==> config.mk <==
export PLATFORM = sky130hd
export DESIGN_NAME = rover_mission_watchdog
export DESIGN_NICKNAME = d
export VERILOG_FILES = /design/src/rtl/rmw_pkg.sv /design/src/rtl/rmw_cfg.sv /design/src/rtl/rmw_core.sv /design/src/rtl/rover_mission_watchdog.sv
export SDC_FILE = /design/constraint.sdc
export NUM_CORES = 1
export LEC_CHECK = 0
export BUFFER_PORTS_ARGS = -buffer_cell sky130_fd_sc_hd__buf_2
export CAP_MARGIN = 40
export CORE_MARGIN = 2
export CORE_UTILIZATION = 55
export DETAILED_ROUTE_END_ITERATION = 7
export PLACE_DENSITY = 0.84
export SLEW_MARGIN = 20
export SYNTH_ARGS = -nofsm -noshare
export SYNTH_HDL_FRONTEND = slang
export SYNTH_HIERARCHICAL = 1
export SYNTH_SLANG_ARGS = --single-unit
==> constraint.sdc <==
create_clock -name i_clk -period 7.3 [get_ports i_clk]
set_input_delay 1.46 -clock i_clk [delete_from_list [all_inputs] [get_ports i_clk]]
set_output_delay 1.46 -clock i_clk [all_outputs]
set_load 0.01 [all_outputs]
==> src/rtl/rmw_pkg.sv <==
package rmw_pkg;

    // Event codes carried by the opcode field.
    typedef enum logic [2:0] {
        OP_HEARTBEAT    = 3'd0,
        OP_ITEM_REACHED = 3'd1,
        OP_DISTANCE     = 3'd2,
        OP_WAYPOINT     = 3'd3,
        OP_GPS1         = 3'd4,
        OP_GPS2         = 3'd5,
        OP_TICK         = 3'd6
    } t_opcode;

    // Configuration register indexes.
    localparam logic [2:0] CFG_STOP_SECONDS    = 3'd0;
    localparam logic [2:0] CFG_MIN_FIX_QUALITY = 3'd1;
    localparam logic [2:0] CFG_AUTO_MODE_CODE  = 3'd2;
    localparam logic [2:0] CFG_HOLD_MODE_CODE  = 3'd3;
    localparam logic [2:0] CFG_ROVER_TYPE_CODE = 3'd4;

    // Reset values of the configuration registers.
    localparam logic [15:0] STOP_SECONDS_RST    = 16'd10;
    localparam logic [7:0]  MIN_FIX_QUALITY_RST = 8'd3;
    localparam logic [7:0]  AUTO_MODE_CODE_RST  = 8'd10;
    localparam logic [7:0]  HOLD_MODE_CODE_RST  = 8'd4;
    localparam logic [7:0]  ROVER_TYPE_CODE_RST = 8'd10;

    // Timeout in milliseconds: 65535 s times 1000 fits in 26 bits.
    localparam int          LIMIT_W      = 26;
    localparam logic [LIMIT_W-1:0] MS_PER_SECOND = LIMIT_W'(1000);
    localparam logic [LIMIT_W-1:0] LIMIT_RST     = LIMIT_W'(10000);

    // Other fixed values of the monitor.
    localparam logic [31:0] INIT_MODE       = 32'd16;
    localparam logic [7:0]  WRONG_WAY_ALERT = 8'd2;
    localparam logic [7:0]  COUNT_MAX       = 8'd255;

    // Sound flags.
    localparam logic [5:0] SND_LINK_GOOD = 6'b000001;
    localparam logic [5:0] SND_READY     = 6'b000010;
    localparam logic [5:0] SND_LINK_LOST = 6'b000100;
    localparam logic [5:0] SND_GPS_LOW   = 6'b001000;
    localparam logic [5:0] SND_EMERGENCY = 6'b010000;
    localparam logic [5:0] SND_WRONG_WAY = 6'b100000;

    typedef struct packed {
        logic [LIMIT_W-1:0] limit_ms;
        logic [7:0]         min_fix_quality;
        logic [7:0]         auto_mode_code;
        logic [7:0]         hold_mode_code;
        logic [7:0]         rover_type_code;
    } t_cfg;

    typedef struct packed {
        logic [2:0]  opcode;
        logic [31:0] time_ms;
        logic [7:0]  vehicle_type;
        logic [31:0] mode_number;
        logic [15:0] waypoint_distance;
        logic [15:0] waypoint_index;
        logic [7:0]  fix_quality;
    } t_item;

    typedef struct packed {
        logic        power_on;
        logic        alarm_on;
        logic        mission_failed;
        logic        mode_request_valid;
        logic [7:0]  mode_request;
        logic        announce_valid;
        logic [31:0] announce_mode;
        logic [5:0]  sound_flags;
    } t_result;

endpackage

==> src/rtl/rmw_cfg.sv <==
module rmw_cfg
    import rmw_pkg::*;
(
    input  logic        i_clk,
    input  logic        i_rst_n,
    input  logic        i_wr,
    input  logic [2:0]  i_index,
    input  logic [15:0] i_data,
    output t_cfg        o_cfg
);

    logic [LIMIT_W-1:0] r_limit_ms;
    logic [7:0]         r_min_fix_quality;
    logic [7:0]         r_auto_mode_code;
    logic [7:0]         r_hold_mode_code;
    logic [7:0]         r_rover_type_code;
    logic [LIMIT_W-1:0] n_limit_ms;

    // The stop time is kept in milliseconds so that the tick check is one compare.
    assign n_limit_ms = LIMIT_W'(i_data) * MS_PER_SECOND;

    // Register file; writes to unused indexes are dropped.
    always_ff @(posedge i_clk) begin
        if (!i_rst_n) begin
            r_limit_ms        <= LIMIT_RST;
            r_min_fix_quality <= MIN_FIX_QUALITY_RST;
            r_auto_mode_code  <= AUTO_MODE_CODE_RST;
            r_hold_mode_code  <= HOLD_MODE_CODE_RST;
            r_rover_type_code <= ROVER_TYPE_CODE_RST;
        end else if (i_wr) begin
            case (i_index)
                CFG_STOP_SECONDS:    r_limit_ms        <= n_limit_ms;
                CFG_MIN_FIX_QUALITY: r_min_fix_quality <= i_data[7:0];
                CFG_AUTO_MODE_CODE:  r_auto_mode_code  <= i_data[7:0];
                CFG_HOLD_MODE_CODE:  r_hold_mode_code  <= i_data[7:0];
                CFG_ROVER_TYPE_CODE: r_rover_type_code <= i_data[7:0];
                default: ;
            endcase
        end
    end

    assign o_cfg.limit_ms        = r_limit_ms;
    assign o_cfg.min_fix_quality = r_min_fix_quality;
    assign o_cfg.auto_mode_code  = r_auto_mode_code;
    assign o_cfg.hold_mode_code  = r_hold_mode_code;
    assign o_cfg.rover_type_code = r_rover_type_code;

endmodule

==> src/rtl/rmw_core.sv <==
module rmw_core
    import rmw_pkg::*;
(
    input  logic    i_clk,
    input  logic    i_rst_n,
    input  t_cfg    i_cfg,
    input  logic    i_fire,
    input  t_item   i_item,
    output t_result o_result
);

    logic        r_link_seen, r_ready_announced, r_distance_known, r_going_wrong_way;
    logic        r_failed_latch, r_power_relay, r_alarm_relay;
    logic [31:0] r_last_heartbeat_ms, r_last_progress_ms, r_current_mode;
    logic [15:0] r_last_distance, r_current_waypoint;
    logic [7:0]  r_wrong_way_count, r_gps1_quality, r_gps2_quality;

    logic        n_link_seen, n_ready_announced, n_distance_known, n_going_wrong_way;
    logic        n_failed_latch, n_power_relay, n_alarm_relay;
    logic [31:0] n_last_heartbeat_ms, n_last_progress_ms, n_current_mode;
    logic [15:0] n_last_distance, n_current_waypoint;
    logic [7:0]  n_wrong_way_count, n_gps1_quality, n_gps2_quality;

    logic [31:0] heartbeat_age, progress_age, limit_ms;
    logic [7:0]  best_fix;
    logic        is_auto, is_hold, link_lost, gps_lost, stalled;

    // Tick checks, all taken against the state before the event.
    assign limit_ms      = 32'(i_cfg.limit_ms);
    assign heartbeat_age = i_item.time_ms - r_last_heartbeat_ms;
    assign progress_age  = i_item.time_ms - r_last_progress_ms;
    assign best_fix      = (r_gps1_quality > r_gps2_quality) ? r_gps1_quality
                                                              : r_gps2_quality;
    assign is_auto   = (r_current_mode == 32'(i_cfg.auto_mode_code));
    assign is_hold   = (r_current_mode == 32'(i_cfg.hold_mode_code));
    assign link_lost = r_link_seen && (heartbeat_age >= limit_ms);
    assign gps_lost  = (best_fix < i_cfg.min_fix_quality);
    assign stalled   = (r_last_progress_ms != 32'd0) && (progress_age >= limit_ms);

    // Event decode: next state and the result of this event.
    always_comb begin
        logic progress;
        progress            = 1'b0;
        n_link_seen         = r_link_seen;
        n_ready_announced   = r_ready_announced;
        n_distance_known    = r_distance_known;
        n_going_wrong_way   = r_going_wrong_way;
        n_failed_latch      = r_failed_latch;
        n_power_relay       = r_power_relay;
        n_alarm_relay       = r_alarm_relay;
        n_last_heartbeat_ms = r_last_heartbeat_ms;
        n_last_progress_ms  = r_last_progress_ms;
        n_current_mode      = r_current_mode;
        n_last_distance     = r_last_distance;
        n_current_waypoint  = r_current_waypoint;
        n_wrong_way_count   = r_wrong_way_count;
        n_gps1_quality      = r_gps1_quality;
        n_gps2_quality      = r_gps2_quality;
        o_result.mode_request_valid = 1'b0;
        o_result.mode_request       = 8'd0;
        o_result.announce_valid     = 1'b0;
        o_result.announce_mode      = 32'd0;
        o_result.sound_flags        = 6'd0;

        case (i_item.opcode)
            OP_HEARTBEAT: begin
                n_last_heartbeat_ms = i_item.time_ms;
                // A new mode from the rover restarts monitoring.
                if (i_item.vehicle_type == i_cfg.rover_type_code &&
                    i_item.mode_number != r_current_mode) begin
                    o_result.announce_valid = 1'b1;
                    o_result.announce_mode  = i_item.mode_number;
                    n_current_mode     = i_item.mode_number;
                    n_last_progress_ms = 32'd0;
                    n_failed_latch     = 1'b0;
                    n_going_wrong_way  = 1'b0;
                    n_wrong_way_count  = 8'd0;
                    n_power_relay      = 1'b1;
                    n_alarm_relay      = 1'b0;
                end
                if (!r_link_seen) begin
                    n_link_seen = 1'b1;
                    o_result.sound_flags = o_result.sound_flags | SND_LINK_GOOD;
                end
            end
            OP_ITEM_REACHED: begin
                n_last_progress_ms = i_item.time_ms;
            end
            OP_DISTANCE: begin
                // The first distance, a shrinking one, or a steady one while not heading away
                // counts as progress.
                if (!r_distance_known) begin
                    progress = 1'b1;
                end else if (i_item.waypoint_distance == r_last_distance) begin
                    progress = !r_going_wrong_way;
                end else if (i_item.waypoint_distance > r_last_distance) begin
                    n_going_wrong_way = 1'b1;
                    if (r_wrong_way_count != COUNT_MAX) begin
                        n_wrong_way_count = r_wrong_way_count + 8'd1;
                    end
                end else begin
                    progress = 1'b1;
                end
                n_last_distance  = i_item.waypoint_distance;
                n_distance_known = 1'b1;
                if (progress) begin
                    n_last_progress_ms = i_item.time_ms;
                    n_going_wrong_way  = 1'b0;
                    n_wrong_way_count  = 8'd0;
                end
            end
            OP_WAYPOINT: begin
                if (i_item.waypoint_index != r_current_waypoint) begin
                    n_current_waypoint = i_item.waypoint_index;
                    n_distance_known   = 1'b0;
                    n_last_progress_ms = i_item.time_ms;
                end
            end
            OP_GPS1: begin
                n_gps1_quality = i_item.fix_quality;
            end
            OP_GPS2: begin
                n_gps2_quality = i_item.fix_quality;
            end
            OP_TICK: begin
                if (!r_failed_latch) begin
                    // Link loss latches the failure; the auto checks still run.
                    if (link_lost) begin
                        n_failed_latch = 1'b1;
                        n_power_relay  = 1'b0;
                        n_alarm_relay  = 1'b1;
                        n_link_seen    = 1'b0;
                        o_result.sound_flags = o_result.sound_flags |
                                               SND_EMERGENCY | SND_LINK_LOST;
                    end
                    if (is_auto) begin
                        if (gps_lost) begin
                            o_result.mode_request_valid = 1'b1;
                            o_result.mode_request       = i_cfg.hold_mode_code;
                            o_result.sound_flags = o_result.sound_flags | SND_GPS_LOW;
                        end else if (stalled) begin
                            n_failed_latch = 1'b1;
                            n_power_relay  = 1'b0;
                            n_alarm_relay  = 1'b1;
                            o_result.sound_flags = o_result.sound_flags | SND_EMERGENCY;
                        end
                        // The wrong-direction warning sounds once per run.
                        if (r_wrong_way_count == WRONG_WAY_ALERT) begin
                            n_wrong_way_count = r_wrong_way_count + 8'd1;
                            o_result.sound_flags = o_result.sound_flags | SND_WRONG_WAY;
                        end
                    end else if (is_hold && !gps_lost) begin
                        o_result.mode_request_valid = 1'b1;
                        o_result.mode_request       = i_cfg.auto_mode_code;
                    end
                end
                if (!r_ready_announced) begin
                    n_ready_announced = 1'b1;
                    o_result.sound_flags = o_result.sound_flags | SND_READY;
                end
            end
            default: ;
        endcase

        o_result.power_on       = n_power_relay;
        o_result.alarm_on       = n_alarm_relay;
        o_result.mission_failed = n_failed_latch;
    end

    // Monitor state, updated once per processed event.
    always_ff @(posedge i_clk) begin
        if (!i_rst_n) begin
            r_link_seen         <= 1'b0;
            r_ready_announced   <= 1'b0;
            r_distance_known    <= 1'b0;
            r_going_wrong_way   <= 1'b0;
            r_failed_latch      <= 1'b0;
            r_power_relay       <= 1'b0;
            r_alarm_relay       <= 1'b0;
            r_last_heartbeat_ms <= 32'd0;
            r_last_progress_ms  <= 32'd0;
            r_current_mode      <= INIT_MODE;
            r_last_distance     <= 16'd0;
            r_current_waypoint  <= 16'd0;
            r_wrong_way_count   <= 8'd0;
            r_gps1_quality      <= 8'd0;
            r_gps2_quality      <= 8'd0;
        end else if (i_fire) begin
            r_link_seen         <= n_link_seen;
            r_ready_announced   <= n_ready_announced;
            r_distance_known    <= n_distance_known;
            r_going_wrong_way   <= n_going_wrong_way;
            r_failed_latch      <= n_failed_latch;
            r_power_relay       <= n_power_relay;
            r_alarm_relay       <= n_alarm_relay;
            r_last_heartbeat_ms <= n_last_heartbeat_ms;
            r_last_progress_ms  <= n_last_progress_ms;
            r_current_mode      <= n_current_mode;
            r_last_distance     <= n_last_distance;
            r_current_waypoint  <= n_current_waypoint;
            r_wrong_way_count   <= n_wrong_way_count;
            r_gps1_quality      <= n_gps1_quality;
            r_gps2_quality      <= n_gps2_quality;
        end
    end

endmodule

==> src/rtl/rover_mission_watchdog.sv <==
// An accepted event waits in the input register; it moves into the result register
// while that register is empty or being drained, and its result is then offered.
// Throughput: one event per cycle while the receiver drains results; the monitor
// state updates in the same cycle that moves an event from the input register
// into the result register.
// Reset (synchronous, active low) empties both registers, restores the
// configuration defaults and clears the monitor state.
module rover_mission_watchdog
    import rmw_pkg::*;
(
    input  logic        i_clk,
    input  logic        i_rst_n,
    input  logic        i_cfg_valid,
    output logic        o_cfg_ready,
    input  logic [2:0]  i_cfg_index,
    input  logic [15:0] i_cfg_data,
    input  logic        i_in_valid,
    output logic        o_in_ready,
    input  logic [2:0]  i_opcode,
    input  logic [31:0] i_time_ms,
    input  logic [7:0]  i_vehicle_type,
    input  logic [31:0] i_mode_number,
    input  logic [15:0] i_waypoint_distance,
    input  logic [15:0] i_waypoint_index,
    input  logic [7:0]  i_fix_quality,
    output logic        o_out_valid,
    input  logic        i_out_ready,
    output logic        o_power_on,
    output logic        o_alarm_on,
    output logic        o_mission_failed,
    output logic        o_mode_request_valid,
    output logic [7:0]  o_mode_request,
    output logic        o_announce_valid,
    output logic [31:0] o_announce_mode,
    output logic [5:0]  o_sound_flags
);

    t_cfg    cfg;
    t_item   r_item;
    t_result step_result, r_result;
    logic    r_in_valid, r_out_valid;
    logic    advance;

    // Configuration writes are always taken.
    assign o_cfg_ready = 1'b1;

    rmw_cfg u_cfg (
        .i_clk   (i_clk),
        .i_rst_n (i_rst_n),
        .i_wr    (i_cfg_valid),
        .i_index (i_cfg_index),
        .i_data  (i_cfg_data),
        .o_cfg   (cfg)
    );

    // An event moves on when the result register is empty or being drained.
    assign advance    = r_in_valid && (!r_out_valid || i_out_ready);
    assign o_in_ready = !r_in_valid || advance;

    // Input register.
    always_ff @(posedge i_clk) begin
        if (!i_rst_n) begin
            r_in_valid <= 1'b0;
        end else if (o_in_ready) begin
            r_in_valid <= i_in_valid;
        end
    end

    always_ff @(posedge i_clk) begin
        if (i_in_valid && o_in_ready) begin
            r_item.opcode            <= i_opcode;
            r_item.time_ms           <= i_time_ms;
            r_item.vehicle_type      <= i_vehicle_type;
            r_item.mode_number       <= i_mode_number;
            r_item.waypoint_distance <= i_waypoint_distance;
            r_item.waypoint_index    <= i_waypoint_index;
            r_item.fix_quality       <= i_fix_quality;
        end
    end

    rmw_core u_core (
        .i_clk    (i_clk),
        .i_rst_n  (i_rst_n),
        .i_cfg    (cfg),
        .i_fire   (advance),
        .i_item   (r_item),
        .o_result (step_result)
    );

    // Result register.
    always_ff @(posedge i_clk) begin
        if (!i_rst_n) begin
            r_out_valid <= 1'b0;
        end else if (advance) begin
            r_out_valid <= 1'b1;
        end else if (i_out_ready) begin
            r_out_valid <= 1'b0;
        end
    end

    always_ff @(posedge i_clk) begin
        if (advance) begin
            r_result <= step_result;
        end
    end

    assign o_out_valid          = r_out_valid;
    assign o_power_on           = r_result.power_on;
    assign o_alarm_on           = r_result.alarm_on;
    assign o_mission_failed     = r_result.mission_failed;
    assign o_mode_request_valid = r_result.mode_request_valid;
    assign o_mode_request       = r_result.mode_request;
    assign o_announce_valid     = r_result.announce_valid;
    assign o_announce_mode      = r_result.announce_mode;
    assign o_sound_flags        = r_result.sound_flags;

endmodule

==> summary.md <==
| Metric | Value |
|---|---|
| Yosys warns | `6` |
| Sum Neg Setup Slack | `0 ns` |
| Post-detailed-placement half-perimeter wirelength | `44.9 mm` |
| Post-route worst setup slack | `1.80 ns` |
| CTS hold repair buffers | `0` |
| Maximum buffer depth of the clock tree | `3` |
| Wire length of the first global-routing pass | `96.6 mm` |
| Async set-reset flop share out of synthesis | `0%` |
| Routed wire length per instance | `18.9 um` |
| Max-cap violation count | `0` |
| WHS | `0.462 ns` |
| Leakage power summed over all cells | `10.2 nW` |
| Net total in the final layout | `3010` |
| Post-route cell area | `26200 um^2` |
| Number of synthesized flops with an enable pin | `166` |
| Post-detailed-placement cell area | `24700 um^2` |
| Area share of the leading cell type in the synthesized netlist | `21.4%` |
| Series of cell instances along the critical path | `inv_1 -> ha_1 -> inv_1 -> fa_1 -> a21o_1 -> nand3_1 -> nand2_1 -> a31oi_1 -> o21bai_1 -> a21oi_1 -> xnor2_1 -> ha_1 -> a21o_1 -> a211o_1 -> a2111oi_0 -> o31ai_1 -> a21boi_0 -> o32ai_1 -> a2111oi_2 -> nand4_1 -> a32oi_4 -> o32ai_1` |
| Number of vias per cell after detailed routing | `5.89` |
| Number of antenna repair diodes | `0` |
| Insertion delay of the later-clocked pin in the worst-skew pair | `0.58 ns` |
| Standard-cell row count | `75` |
| Placement-stage worst setup slack | `1.59 ns` |
| Internal cell power | `4.34 mW` |
| Area growth from synthesis to final layout | `12.4%` |
| Flop and latch count out of synthesis | `382` |
| Die Area | `44100 um^2` |
| Highest-delay cell along the critical path | `a2111oi_0` |
| Register-to-register setup slack | `1.80 ns` |
| Horizontal die dimension | `210 um` |
| Grt total ovfl | `0` |
| Hold WC Path Type | `flip-flop to flip-flop` |
| Total via count after detailed routing | `18797` |
| Arrival time at the worst endpoint | `5.79 ns` |
| Final Total Pwr | `6.39 mW` |
| Placer's final routability congestion estimate | `0.952` |
| Number of buffers created by CTS | `44` |
| Ratio of final minimum period to clock period | `75.3%` |
| CP endpoint kind | `flip-flop` |
| Pin count of the biggest net entering global routing | `91` |
| Residual antenna-violating net count after detailed routing | `0` |
| Result of the run | `finished, final reports clean` |
| Top delay family on crit path | `compound AO/OA/AOI/OAI gates` |
| Number of iterations in the first detailed-routing pass | `6` |
| Largest driver fanout on the critical path | `7` |
| Drt drc | `0` |
| Post-route minimum period | `5.50 ns` |
| CTS-repair resized insts | `0` |
| Cell area after technology mapping | `23300 um^2` |
| Combinational share of power | `28.0%` |
| Number of placed instances with taps included | `3106` |
| Slew Viols, Final | `0` |
| Power density relative to cell area | `244 nW/um^2` |
| Area contributors post-synth | `edfxtp_1 21%, dfxtp_1 19%, ha_1 11%, nand2_1 5.8%, a21boi_0 5.1%` |
| Maximum resistive drop on vdd | `0.186 mV` |
| Startpoint-to-endpoint class of the critical path | `flip-flop to flip-flop` |
| Ys flop type | `dfxtp_1` |
| Unrepaired setup endpoints after global routing | `false` |
| Antenna violations before repair | `0` |
| Core Util, Final | `62.6%` |
| Post-synthesis sequential area ratio | `39.9%` |
| Vertical die dimension | `210 um` |
| Slew at the pin closest to its max-slew limit | `0.839 ns` |
| F_max | `0.182 GHz` |
| Setup crit start kind | `flip-flop` |
| Number of filler cells placed in the layout | `3300` |
| Setup-violating endpoint count in the final report | `0` |
| Buffering stage count on the worst path with inverters included | `2` |
| Layout Cells excl Fill | `3190` |
| Number of I/O pins | `193` |
| Clock skew after layout | `0.0127 ns` |
| Global-route usage over all layers | `27.2%` |
| Switching share of power | `32.2%` |
| Share of cells above drive strength 1 | `12.5%` |
| TritonCTS clock tree | `yes` |
| Max stage delay on crit path | `0.56 ns` |
| Cell taking the most area after synthesis | `edfxtp_1` |
| Sequential Power Share | `37.3%` |
| Final wirelength | `60.1 mm` |
| Number of cells produced by synthesis | `2461` |
| Setup Buffers After CTS | `0` |
| # port buffers | `191` |
| Required time of the critical path | `7.59 ns` |
| Worst relative slew slack | `44.1%` |
| Reported net switching power | `2.06 mW` |
| Area of the core region | `41900 um^2` |
| Initial standard-cell utilization of the core | `55.7%` |
| Synth cell types | `92` |
| Drt initial violations | `1679` |
| Sink Count | `382` |
| Via count of the first global-routing pass | `18614` |
| Clock network fraction of design power | `34.7%` |
| H-tree Lvls | `2` |
| Clock tree root buffer cell | `clkbuf_16` |
| CTS clock-pin slew for the worst setup and hold paths | `0.06 ns` |
| Mean instance size in the synthesized netlist | `9.49 um^2` |
| Final hold vios | `0` |
flip-flops by register name, indices dropped and copies added (netlist names), 16 cells and up:
signal and flops:
u_core/r_last_distance 16, o_announce_mode 32, r_item 115, u_core/r_last_heartbeat_ms 32
u_core/r_current_waypoint 16, u_core/r_current_mode 32, u_cfg/r_limit_ms 23, u_core/r_last_progress_ms 32
layout by cell type (no fill, tap or decap), drive strengths merged, types with 10 or more instances in the layout:
cell / Yosys / routed
o211ai: 21 / 21
xnor2: 98 / 98
edfxtp: 166 / 166
nor4: 34 / 34
and3: 13 / 13
or2: 11 / 11
nand4: 81 / 81
nand3: 38 / 38
a21boi: 166 / 166
or3: 10 / 10
ha: 200 / 200
fa: 56 / 56
mux2i: 17 / 17
a21o: 64 / 64
inv: 226 / 232
clkinv: 0 / 15
o21ai: 98 / 98
buf: 21 / 213
clkbuf: 86 / 55
nor2: 69 / 69
o21a: 29 / 29
nor3: 19 / 19
nand2: 363 / 363
a211oi: 14 / 14
and2: 44 / 44
dfxtp: 216 / 216
o21bai: 11 / 11
xor2: 42 / 42
a21oi: 100 / 100
nor2b: 34 / 34
a31oi: 10 / 10
a22o: 10 / 10
layer usage:
layer  vias to the layer above  global-route usage, %  wire length, um
li1                       8910                      -                -
met1                      9088                   35.4            25300
met2                       668                   46.4            29300
met3                       131                   3.61             3500
met4                         0                   10.3             1990
met5                         -                      0                0
path summary, 6_finish.rpt:
kind                              from                   end  depth (start not counted)
setup reg to reg            r_item[80]            o_alarm_on                         22
setup / recovery            r_item[80]            o_alarm_on                         22
hold reg to reg   u_core/r_alarm_relay  u_core/r_alarm_relay                          2
hold / removal    u_core/r_alarm_relay  u_core/r_alarm_relay                          2
tightest hold or removal path, stage by stage (launching register included):
cell     delay [ns]
dfxtp_1        0.31
nand3_1        0.06
o21ai_1        0.05
area by class of cell:
| cell class | count | area (um^2) | share of cell area (%) |
|---|---|---|---|
| clock inverters | 27 | 283 | 1.08 |
| repair buffers | 213 | 1180 | 4.49 |
| clock buffers | 55 | 1170 | 4.47 |
| flip-flops and latches | 382 | 9310 | 35.5 |
| multi-input cells | 1748 | 12800 | 48.7 |
| inverters | 226 | 848 | 3.23 |
| well taps | 539 | 674 | 2.57 |
cell usage after synthesis (4+ instances only):
cell type,instances
xnor2_1,98
mux2i_1,17
dfxtp_1,216
xor2_1,42
a21boi_0,160
nor3_1,19
a22o_1,10
nor2_1,68
a21boi_1,6
nor2b_1,33
and3_1,13
o21a_1,29
o211ai_1,20
o21ai_0,82
and2_1,44
o21bai_1,11
or3_1,9
buf_2,10
a211oi_1,13
o21ai_1,14
o2bb2ai_1,7
a21oi_1,96
inv_1,226
nand3b_1,5
nor3b_1,6
nand2_1,363
or2_2,10
nand4_1,80
clkbuf_1,85
nand3_1,38
a21o_1,64
nor4_1,34
buf_4,7
a21oi_2,4
nand2b_1,9
ha_1,200
fa_1,56
edfxtp_1,166
a31oi_1,10
cell families after synthesis:
kind of cell               count (synthesis)  share of synthesized area (%)
AOI/OAI and AO/OA                        581                           17.4
other                                      2                         0.0322
buffers and inverters                    333                           5.59
xor gates and xnor gates                 140                           5.25
DFF                                      382                           39.9
and+or+nand+nor                          746                           15.4
muxes                                     21                          0.938
adders and majority gates                256                           15.5
power groups by stage:
| stage | Clock (mW) | Combinational [mW] | Sequential, mW |
|---|---|---|---|
| finish | 2.22 | 1.79 | 2.38 |
| global placement | 0 | 1.70 | 2.43 |
| global route | 2.34 | 1.99 | 2.39 |
| detailed placement | 0 | 1.75 | 2.43 |
| floorplan | 0 | 1.31 | 2.42 |
| CTS | 2.26 | 1.77 | 2.38 |
(Power assumes the default switching activity.)
